===== config.mk =====
export PLATFORM = sky130hd
export DESIGN_NAME = tape_image_record_parser_top
export DESIGN_NICKNAME = d
export VERILOG_FILES = /design/src/hdl/tirp_pkg.sv /design/src/hdl/tirp_step.sv /design/src/hdl/tape_image_record_parser_top.sv
export SDC_FILE = /design/constraint.sdc
export NUM_CORES = 1
export LEC_CHECK = 0
export ABC_AREA = 0
export BUFFER_PORTS_ARGS = -buffer_cell sky130_fd_sc_hd__buf_2
export CAP_MARGIN = 30
export CORE_MARGIN = 5
export CORE_UTILIZATION = 50
export DETAILED_ROUTE_END_ITERATION = 8
export PLACE_DENSITY = 0.72
export SLEW_MARGIN = 20
export SYNTH_ARGS = -nofsm -noshare
export SYNTH_HDL_FRONTEND = slang
export SYNTH_SLANG_ARGS = --single-unit
export TNS_END_PERCENT = 1

===== constraint.sdc =====
create_clock -name clk -period 6.5 [get_ports clk]
set_input_delay 0.325 -clock clk [delete_from_list [all_inputs] [get_ports clk]]
set_output_delay 0.325 -clock clk [all_outputs]
set_load 0.02 [all_outputs]

===== src/hdl/tirp_pkg.sv =====
`timescale 1ns / 1ps
`default_nettype none
// ----------------------------------------------------------------------------
// tirp_pkg
// Shared types and codes of the tape image record parser.
// ----------------------------------------------------------------------------
package tirp_pkg;

    typedef enum logic [2:0] {
        PH_LEAD,
        PH_DATA,
        PH_TRAIL,
        PH_PAD,
        PH_DONE,
        PH_ERR
    } phase_t;

    localparam logic [2:0] EV_DATA        = 3'd0;
    localparam logic [2:0] EV_MARK        = 3'd1;
    localparam logic [2:0] EV_GAP         = 3'd2;
    localparam logic [2:0] EV_REC         = 3'd3;
    localparam logic [2:0] EV_EOM         = 3'd4;
    localparam logic [2:0] EV_EOM_MISSING = 3'd5;
    localparam logic [2:0] EV_ERR         = 3'd6;

    localparam logic [2:0] ERR_NONE      = 3'd0;
    localparam logic [2:0] ERR_MARKER    = 3'd1;
    localparam logic [2:0] ERR_ZERO_LEN  = 3'd2;
    localparam logic [2:0] ERR_TOO_LONG  = 3'd3;
    localparam logic [2:0] ERR_NO_TRAIL  = 3'd4;
    localparam logic [2:0] ERR_EARLY_EOF = 3'd5;

    localparam logic [31:0] MARK_EOM  = 32'hffff_ffff;
    localparam logic [31:0] MARK_GAP  = 32'hffff_fffe;
    localparam logic [31:0] MARK_TAPE = 32'h0000_0000;

    localparam int CNT_W   = 24;
    localparam int LIMIT_W = 25;

    typedef struct packed {
        logic               valid;
        logic [2:0]         event_code;
        logic [7:0]         data;
        logic               last;
        logic               bad;
        logic [CNT_W-1:0]   length;
        logic [CNT_W-1:0]   count;
        logic [2:0]         error;
    } res_t;

endpackage
`default_nettype wire


===== src/hdl/tirp_step.sv =====
`timescale 1ns / 1ps
`default_nettype none
// ----------------------------------------------------------------------------
// tirp_step
// Next-state and result logic for one byte beat of the tape image parser.
// ----------------------------------------------------------------------------
module tirp_step
    import tirp_pkg::*;
#(
    parameter int LENGTH_BITS   = 24,
    parameter int MAX_PAD_BYTES = 4
)
(
    input  wire phase_t                  phase_reg,
    input  wire logic [31:0]             marker_reg,
    input  wire logic [1:0]              mcount_reg,
    input  wire logic [LENGTH_BITS-1:0]  cur_len_reg,
    input  wire logic [LENGTH_BITS-1:0]  remain_reg,
    input  wire logic [((MAX_PAD_BYTES < 2) ? 1 : $clog2(MAX_PAD_BYTES + 1))-1:0] pad_reg,
    input  wire logic                    bad_reg,
    input  wire logic [CNT_W-1:0]        done_reg,
    input  wire logic [2:0]              herr_reg,
    input  wire logic [LIMIT_W-1:0]      limit,
    input  wire logic [7:0]              in_byte,
    input  wire logic                    end_of_file,
    output phase_t                       phase_next,
    output logic [31:0]                  marker_next,
    output logic [1:0]                   mcount_next,
    output logic [LENGTH_BITS-1:0]       cur_len_next,
    output logic [LENGTH_BITS-1:0]       remain_next,
    output logic [((MAX_PAD_BYTES < 2) ? 1 : $clog2(MAX_PAD_BYTES + 1))-1:0] pad_next,
    output logic                         bad_next,
    output logic [CNT_W-1:0]             done_next,
    output logic [2:0]                   herr_next,
    output res_t                         res
);

    localparam int PAD_W = (MAX_PAD_BYTES < 2) ? 1 : $clog2(MAX_PAD_BYTES + 1);

    logic [31:0]            shifted;
    logic [LENGTH_BITS-1:0] marker_len;
    logic                   len_match;
    logic                   reserved_set;
    logic                   too_long;
    logic [LENGTH_BITS-1:0] remain_dec;
    logic [PAD_W-1:0]       pad_inc;
    logic                   pad_spent;
    logic                   marker_full;

    assign shifted      = {in_byte, marker_reg[31:8]};
    assign marker_len   = shifted[LENGTH_BITS-1:0];
    assign len_match    = (marker_len == cur_len_reg);
    assign reserved_set = (shifted[30:LENGTH_BITS] != '0);
    assign too_long     = (LIMIT_W'(marker_len) >= limit);
    assign remain_dec   = remain_reg - LENGTH_BITS'(1);
    assign pad_inc      = pad_reg + PAD_W'(1);
    assign pad_spent    = (pad_inc >= PAD_W'(MAX_PAD_BYTES));
    assign marker_full  = (mcount_reg == 2'd3);

    // Next state
    always_comb
    begin
        phase_next   = phase_reg;
        marker_next  = marker_reg;
        mcount_next  = mcount_reg;
        cur_len_next = cur_len_reg;
        remain_next  = remain_reg;
        pad_next     = pad_reg;
        bad_next     = bad_reg;
        done_next    = done_reg;
        herr_next    = herr_reg;
        unique case (phase_reg)
            PH_LEAD:
            begin
                if (end_of_file)
                begin
                    phase_next = PH_DONE;
                end
                else
                begin
                    marker_next = shifted;
                    if (!marker_full)
                    begin
                        mcount_next = mcount_reg + 2'd1;
                    end
                    else
                    begin
                        mcount_next = 2'd0;
                        priority if (shifted == MARK_EOM)
                        begin
                            phase_next = PH_DONE;
                        end
                        else if (shifted == MARK_GAP || shifted == MARK_TAPE)
                        begin
                            phase_next = PH_LEAD;
                        end
                        else if (reserved_set)
                        begin
                            phase_next = PH_ERR;
                            herr_next  = ERR_MARKER;
                        end
                        else if (marker_len == '0)
                        begin
                            phase_next = PH_ERR;
                            herr_next  = ERR_ZERO_LEN;
                        end
                        else if (too_long)
                        begin
                            phase_next = PH_ERR;
                            herr_next  = ERR_TOO_LONG;
                        end
                        else
                        begin
                            cur_len_next = marker_len;
                            remain_next  = marker_len;
                            bad_next     = shifted[31];
                            phase_next   = PH_DATA;
                        end
                    end
                end
            end
            PH_DATA:
            begin
                if (end_of_file)
                begin
                    phase_next = PH_ERR;
                    herr_next  = ERR_EARLY_EOF;
                end
                else
                begin
                    remain_next = remain_dec;
                    if (remain_dec == '0)
                    begin
                        phase_next  = PH_TRAIL;
                        mcount_next = 2'd0;
                    end
                end
            end
            PH_TRAIL:
            begin
                if (end_of_file)
                begin
                    phase_next = PH_ERR;
                    herr_next  = ERR_EARLY_EOF;
                end
                else
                begin
                    marker_next = shifted;
                    if (!marker_full)
                    begin
                        mcount_next = mcount_reg + 2'd1;
                    end
                    else
                    begin
                        mcount_next = 2'd0;
                        priority if (len_match)
                        begin
                            done_next  = done_reg + CNT_W'(1);
                            phase_next = PH_LEAD;
                            pad_next   = '0;
                        end
                        else if (MAX_PAD_BYTES == 0)
                        begin
                            phase_next = PH_ERR;
                            herr_next  = ERR_NO_TRAIL;
                        end
                        else
                        begin
                            pad_next   = '0;
                            phase_next = PH_PAD;
                        end
                    end
                end
            end
            PH_PAD:
            begin
                if (end_of_file)
                begin
                    phase_next = PH_ERR;
                    herr_next  = ERR_EARLY_EOF;
                end
                else
                begin
                    marker_next = shifted;
                    pad_next    = pad_inc;
                    priority if (len_match)
                    begin
                        done_next   = done_reg + CNT_W'(1);
                        phase_next  = PH_LEAD;
                        mcount_next = 2'd0;
                        pad_next    = '0;
                    end
                    else if (pad_spent)
                    begin
                        phase_next = PH_ERR;
                        herr_next  = ERR_NO_TRAIL;
                    end
                    else
                    begin
                        phase_next = PH_PAD;
                    end
                end
            end
            PH_DONE:
            begin
                phase_next = PH_DONE;
            end
            PH_ERR:
            begin
                phase_next = PH_ERR;
            end
            default:
            begin
                phase_next = phase_reg;
            end
        endcase
    end

    // Result of this beat
    always_comb
    begin
        res            = '0;
        res.event_code = EV_DATA;
        res.count      = done_next;
        unique case (phase_reg)
            PH_LEAD:
            begin
                if (end_of_file)
                begin
                    res.valid      = 1'b1;
                    res.event_code = EV_EOM_MISSING;
                end
                else if (marker_full)
                begin
                    res.valid = 1'b1;
                    priority if (shifted == MARK_EOM)
                    begin
                        res.event_code = EV_EOM;
                    end
                    else if (shifted == MARK_GAP)
                    begin
                        res.event_code = EV_GAP;
                    end
                    else if (shifted == MARK_TAPE)
                    begin
                        res.event_code = EV_MARK;
                    end
                    else if (reserved_set)
                    begin
                        res.event_code = EV_ERR;
                        res.error      = ERR_MARKER;
                    end
                    else if (marker_len == '0)
                    begin
                        res.event_code = EV_ERR;
                        res.error      = ERR_ZERO_LEN;
                    end
                    else if (too_long)
                    begin
                        res.event_code = EV_ERR;
                        res.error      = ERR_TOO_LONG;
                    end
                    else
                    begin
                        res.valid = 1'b0;
                    end
                end
            end
            PH_DATA:
            begin
                res.valid = 1'b1;
                if (end_of_file)
                begin
                    res.event_code = EV_ERR;
                    res.error      = ERR_EARLY_EOF;
                end
                else
                begin
                    res.event_code = EV_DATA;
                    res.data       = in_byte;
                    res.last       = (remain_dec == '0);
                    res.bad        = bad_reg;
                end
            end
            PH_TRAIL:
            begin
                if (end_of_file)
                begin
                    res.valid      = 1'b1;
                    res.event_code = EV_ERR;
                    res.error      = ERR_EARLY_EOF;
                end
                else if (marker_full)
                begin
                    priority if (len_match)
                    begin
                        res.valid      = 1'b1;
                        res.event_code = EV_REC;
                        res.bad        = bad_reg;
                        res.length     = CNT_W'(cur_len_reg);
                    end
                    else if (MAX_PAD_BYTES == 0)
                    begin
                        res.valid      = 1'b1;
                        res.event_code = EV_ERR;
                        res.error      = ERR_NO_TRAIL;
                    end
                    else
                    begin
                        res.valid = 1'b0;
                    end
                end
            end
            PH_PAD:
            begin
                if (end_of_file)
                begin
                    res.valid      = 1'b1;
                    res.event_code = EV_ERR;
                    res.error      = ERR_EARLY_EOF;
                end
                else
                begin
                    priority if (len_match)
                    begin
                        res.valid      = 1'b1;
                        res.event_code = EV_REC;
                        res.bad        = bad_reg;
                        res.length     = CNT_W'(cur_len_reg);
                    end
                    else if (pad_spent)
                    begin
                        res.valid      = 1'b1;
                        res.event_code = EV_ERR;
                        res.error      = ERR_NO_TRAIL;
                    end
                    else
                    begin
                        res.valid = 1'b0;
                    end
                end
            end
            PH_ERR:
            begin
                res.valid      = 1'b1;
                res.event_code = EV_ERR;
                res.error      = herr_reg;
            end
            PH_DONE:
            begin
                res.valid = 1'b0;
            end
            default:
            begin
                res.valid = 1'b0;
            end
        endcase
    end

endmodule
`default_nettype wire


===== src/hdl/tape_image_record_parser_top.sv =====
`timescale 1ns / 1ps
`default_nettype none
// Each result is registered: it appears in the cycle after the input beat that causes it.
// Throughput: one input byte per clock unless an untaken result holds in_ready low.
// The output register lets a new input beat be taken in the cycle the previous result is taken.
// Reset (rst_n low, asynchronous): parser waits for a leading marker, counters and
// errors clear, limit_reg returns to 65536, no result pending.
// ----------------------------------------------------------------------------
// tape_image_record_parser_top
// Parses a tape image byte stream into markers, record bytes, record ends and errors.
// ----------------------------------------------------------------------------
module tape_image_record_parser_top
    import tirp_pkg::*;
#(
    parameter int LENGTH_BITS   = 24,
    parameter int MAX_PAD_BYTES = 4
)
(
    input  wire logic                clk,
    input  wire logic                rst_n,
    input  wire logic                cfg_we,
    input  wire logic [LIMIT_W-1:0]  cfg_wdata,
    input  wire logic                in_valid,
    output logic                     in_ready,
    input  wire logic [7:0]          in_byte,
    input  wire logic                end_of_file,
    output logic                     out_valid,
    input  wire logic                out_ready,
    output logic [2:0]               event_res,
    output logic [7:0]               data_byte,
    output logic                     last_in_record,
    output logic                     record_bad,
    output logic [CNT_W-1:0]         record_length,
    output logic [CNT_W-1:0]         record_count,
    output logic [2:0]               error_code
);

    localparam int PAD_W = (MAX_PAD_BYTES < 2) ? 1 : $clog2(MAX_PAD_BYTES + 1);
    localparam logic [LIMIT_W-1:0] LIMIT_RESET = LIMIT_W'(65536);

    // Parser state
    phase_t                  phase_reg,  phase_next;
    logic [31:0]             marker_reg, marker_next;
    logic [1:0]              mcount_reg, mcount_next;
    logic [LENGTH_BITS-1:0]  cur_len_reg, cur_len_next;
    logic [LENGTH_BITS-1:0]  remain_reg, remain_next;
    logic [PAD_W-1:0]        pad_reg, pad_next;
    logic                    bad_reg, bad_next;
    logic [CNT_W-1:0]        done_reg, done_next;
    logic [2:0]              herr_reg, herr_next;
    logic [LIMIT_W-1:0]      limit_reg;

    // Output register
    logic                    out_valid_reg, out_valid_next;
    res_t                    out_reg;
    res_t                    step_res;
    logic                    in_beat;

    // Take a new beat whenever the output slot is empty or draining this cycle.
    assign in_ready = !out_valid_reg || out_ready;
    assign in_beat  = in_valid && in_ready;

    tirp_step #(
        .LENGTH_BITS   (LENGTH_BITS),
        .MAX_PAD_BYTES (MAX_PAD_BYTES)
    ) u_step (
        .phase_reg    (phase_reg),
        .marker_reg   (marker_reg),
        .mcount_reg   (mcount_reg),
        .cur_len_reg  (cur_len_reg),
        .remain_reg   (remain_reg),
        .pad_reg      (pad_reg),
        .bad_reg      (bad_reg),
        .done_reg     (done_reg),
        .herr_reg     (herr_reg),
        .limit        (limit_reg),
        .in_byte      (in_byte),
        .end_of_file  (end_of_file),
        .phase_next   (phase_next),
        .marker_next  (marker_next),
        .mcount_next  (mcount_next),
        .cur_len_next (cur_len_next),
        .remain_next  (remain_next),
        .pad_next     (pad_next),
        .bad_next     (bad_next),
        .done_next    (done_next),
        .herr_next    (herr_next),
        .res          (step_res)
    );

    // Configuration: record length limit; write it only while idle (the block does not enforce this).
    always_ff @(posedge clk or negedge rst_n)
    begin
        if (!rst_n)
        begin
            limit_reg <= LIMIT_RESET;
        end
        else if (cfg_we)
        begin
            limit_reg <= cfg_wdata;
        end
    end

    // Advance parser state on each accepted beat; hold otherwise.
    always_ff @(posedge clk or negedge rst_n)
    begin
        if (!rst_n)
        begin
            phase_reg   <= PH_LEAD;
            marker_reg  <= '0;
            mcount_reg  <= '0;
            cur_len_reg <= '0;
            remain_reg  <= '0;
            pad_reg     <= '0;
            bad_reg     <= 1'b0;
            done_reg    <= '0;
            herr_reg    <= ERR_NONE;
        end
        else if (in_beat)
        begin
            phase_reg   <= phase_next;
            marker_reg  <= marker_next;
            mcount_reg  <= mcount_next;
            cur_len_reg <= cur_len_next;
            remain_reg  <= remain_next;
            pad_reg     <= pad_next;
            bad_reg     <= bad_next;
            done_reg    <= done_next;
            herr_reg    <= herr_next;
        end
    end

    // Result slot: fill on a beat that yields a result, drop once taken.
    always_comb
    begin
        if (in_beat && step_res.valid)
        begin
            out_valid_next = 1'b1;
        end
        else if (out_ready)
        begin
            out_valid_next = 1'b0;
        end
        else
        begin
            out_valid_next = out_valid_reg;
        end
    end

    always_ff @(posedge clk or negedge rst_n)
    begin
        if (!rst_n)
        begin
            out_valid_reg <= 1'b0;
        end
        else
        begin
            out_valid_reg <= out_valid_next;
        end
    end

    always_ff @(posedge clk)
    begin
        if (in_beat && step_res.valid)
        begin
            out_reg <= step_res;
        end
    end

    assign out_valid      = out_valid_reg;
    assign event_res      = out_reg.event_code;
    assign data_byte      = out_reg.data;
    assign last_in_record = out_reg.last;
    assign record_bad     = out_reg.bad;
    assign record_length  = out_reg.length;
    assign record_count   = out_reg.count;
    assign error_code     = out_reg.error;

    // A parser in the error phase always carries a nonzero error code.
    a_err_code_held : assert property (
        @(posedge clk) disable iff (!rst_n)
        (phase_reg == PH_ERR) |-> (herr_reg != ERR_NONE)
    ) else $error("error phase without an error code");

    // Error codes only travel with error events.
    a_err_only_on_err : assert property (
        @(posedge clk) disable iff (!rst_n)
        (out_valid && (event_res != EV_ERR)) |-> (error_code == ERR_NONE)
    ) else $error("error code on a non-error event");

    // End of record flag only on data bytes.
    a_last_on_data : assert property (
        @(posedge clk) disable iff (!rst_n)
        (out_valid && last_in_record) |-> (event_res == EV_DATA)
    ) else $error("last_in_record on a non-data event");

    // A record end bumps the running count by one.
    a_count_step : assert property (
        @(posedge clk) disable iff (!rst_n)
        (in_beat && step_res.valid && (step_res.event_code == EV_REC))
            |-> (step_res.count == done_reg + CNT_W'(1))
    ) else $error("record count did not advance on record end");

endmodule
`default_nettype wire

==> flow_summary.toml <==
[pwr]
pwr-share-comb_pct = 18.5
p_seq_share_pct = 48.0
leakagePower_nw = 5.28
internal_power_mw = 2.21
ir_worst_vdd_uv = 202
p_sw_mw = 0.979
p_sw_share_pct = 30.7
p_per_area_nw_per_um2 = 276
power_mw = 3.18
p_clk_share_pct = 33.5

[flow_run]
maxCapViolCount = 0

[synth]
synth.net_count = 1006
synth_cell_types = 78
synth-edff-count = 64
synth-async-reset-ratio_pct = 67.7
synthTopCellsByArea = "dfrtp_1 (33%), edfxtp_1 (19%), mux2_2 (5.2%)"
seq_area_frac_synth_pct = 52.0
synth.avg_cell_area_sq_um = 10.8
yosysMostFrequentCell = "dfrtp_1"
synth_ff_type = "dfrtp_1"
netlist_instances = 938
yosysTopAreaCell = "dfrtp_1"
yosys.area.top_type_share_pct = 32.8
synth_commonest_cells = "dfrtp_1 (133), nand2_1 (91), edfxtp_1 (64), o21ai_0 (63)"
synthesis.area_sq_um = 10100
synth_warnings = 0
yosys_register_bits = 198

[global_routing]
grt_max_degree = 78
grt_overflow = 0
first_global_vias = 7309
grt-busiest-layer = "met1"
antenna_found_initial = 0
met1_usage_pct = 31.4
grt_use_met3_pct = 4.54
grt.total_usage_pct = 21.0
grt_pass1_wl_um = 39500
global_route.usage.met2_pct = 31.1

[outcome]
status = "finished clean"

[finish]
finalInstanceArea_sq_um = 11500
n_antenna_cell = 0
drive_above_1_share_pct = 21.1
largest_reg_flops = 25
instances_no_fill = 1314
final_nets = 1099
postLayoutCoreUtil_pct = 57.3
syn2layout_area_growth_pct = 13.6

[detailed_routing]
wl_per_cell_um = 18.2
num_vias = 7439
vias_per_cell = 5.66
drtIter0Drc = 795
drc_errors = 0
firstDrtPassIters = 5
totalWireLength_um = 23900
postRouteAntennaNets = 0

[critical_path]
crit_fanout = 26
crit_slowest_cell = "a31o_1"
critPathMaxStageDelay_ns = 0.69
cp.required_ns = 6.83
end_kind = "flip-flop"
crit_type = "reg2reg"
startpoint_type = "flip-flop"
path_cells = "inv_1 > ha_1 > nand2b_1 > a2111o_1 > a31oi_1 > o2111ai_2 > nor2_2 > a31o_1 > buf_4 > o21ai_0 > a22o_1"
arrival_ns = 4.11

[placement]
placedInstanceArea_sq_um = 10900
portBuffers = 104
hpwl_um = 17000
post-place-ws_ns = 2.74
gp_congestion = 0.917
place_inst = 1281

[sta]
setup_tns_ns = 0
relSlewSlack_pct = 45.5
finalHoldViolations = 0
layout_worst_path_cycle_share_pct = 58.1
worstMarginPinSlew_ns = 0.814
fmax_mhz = 265
finalSetupViolCount = 0
setup_slack_ns = 2.72
skew_ns = 0.0124
hold_slack_ns = 0.0920
finalMaxSlewViolations = 0
rsz0062_at_grt = "no"
finalWorstPathRequiredPeriod_ns = 3.78

[floorplan]
die_h_um = 152
chipWidth_um = 152
die_area_sq_um = 23200
start_util_pct = 50.4
row_count = 52
io_pins = 105
core_sq_um = 20100

[clocking]
htree_levels = 4
cts_root_buffer = "clkbuf_16"
cts.path.max_buffers = 2
cts_num_sinks = 198
postCtsHoldBufs = 1
post_cts_resized = 0
tritoncts = "done"
clkTransAtPathRegs_ns = 0.07
clock_latency_ns = 0.44
post_cts_buffers = 0
cts_buffers = 17

[hold_path]
hold_path.class = "in2reg"
==> layer usage <==
layer / wire, um / vias up / part of all wire (%)
li1: - / 3558 / -
met5: 0 / - / 0
met4: 412 / 0 / 1.7
met3: 1690 / 35 / 7.1
met1: 11400 / 3569 / 48
met2: 10400 / 277 / 44
==> power groups by stage <==
stage | Clock (mW) | Combinational [mW] | Sequential, mW
floorplan | 0 | 0.411 | 1.54
global placement | 0 | 0.574 | 1.54
detailed placement | 0 | 0.583 | 1.55
CTS | 1.08 | 0.587 | 1.52
global route | 1.14 | 0.655 | 1.54
finish | 1.07 | 0.589 | 1.53
==> critical path: cells and delay by family, from the launching register on <==
family | cells | cell delay (ns)
AO/OA/AOI/OAI | 6 | 1.94
adder cells (fa/ha/maj) | 1 | 0.30
buffers and inverters | 2 | 0.51
flip-flops | 1 | 0.51
AND/OR/NAND/NOR | 2 | 0.42
==> final cells by class <==
type,instances,area (sq um)
repair buffers,114,624
clock inverters,12,145
clock buffers,20,447
fillers,1718,8580
multi-input cells,662,4550
flip-flops and latches,198,5280
well taps,270,338
inverters,38,143
==> cell usage in the layout, fill, tap and decap left out, types with 22 or more instances in the layout <==
master / synthesis / routed
inv_1: 38 / 38
nand2_1: 91 / 91
nor4_1: 22 / 22
mux2_2: 47 / 47
and2_1: 34 / 34
ha_1: 29 / 29
dfrtp_1: 133 / 133
xor2_1: 52 / 52
edfxtp_1: 64 / 64
xnor2_1: 24 / 24
nor2_1: 52 / 51
buf_2: 7 / 103
nand3_1: 26 / 26
nor3_1: 24 / 24
o21ai_0: 63 / 62
a21oi_1: 48 / 48
==> path summary, 6_finish.rpt <==
check,start,endpoint,slack (ns),depth (start not counted)
max,marker_reg[8]$_DFFE_PN0P_,remain_reg[18]$_DFFE_PN0P_,2.72,11
min,cfg_wdata[11],limit_reg[11]$_DFFE_PN0P_,0.09,3
max reg2reg,marker_reg[8]$_DFFE_PN0P_,remain_reg[18]$_DFFE_PN0P_,2.72,11
min reg2reg,done_reg[23]$_DFFE_PN0P_,done_reg[23]$_DFFE_PN0P_,0.48,1
max in group asynchronous,rst_n,remain_reg[0]$_DFFE_PN0P_,4.79,3
min in group asynchronous,rst_n,pad_reg[1]$_DFFE_PN0P_,0.50,2
==> kinds of logic after synthesis <==
group                      share of synthesized area (%)
buffers and inverters                               3.27
adders and majority gates                           3.58
DFF                                                 52.0
muxes                                               6.58
and+or+nand+nor                                     17.5
AOI/OAI and AO/OA                                   10.5
xor gates and xnor gates                            6.56
Note: power is estimated with default switching activity, not from simulation.
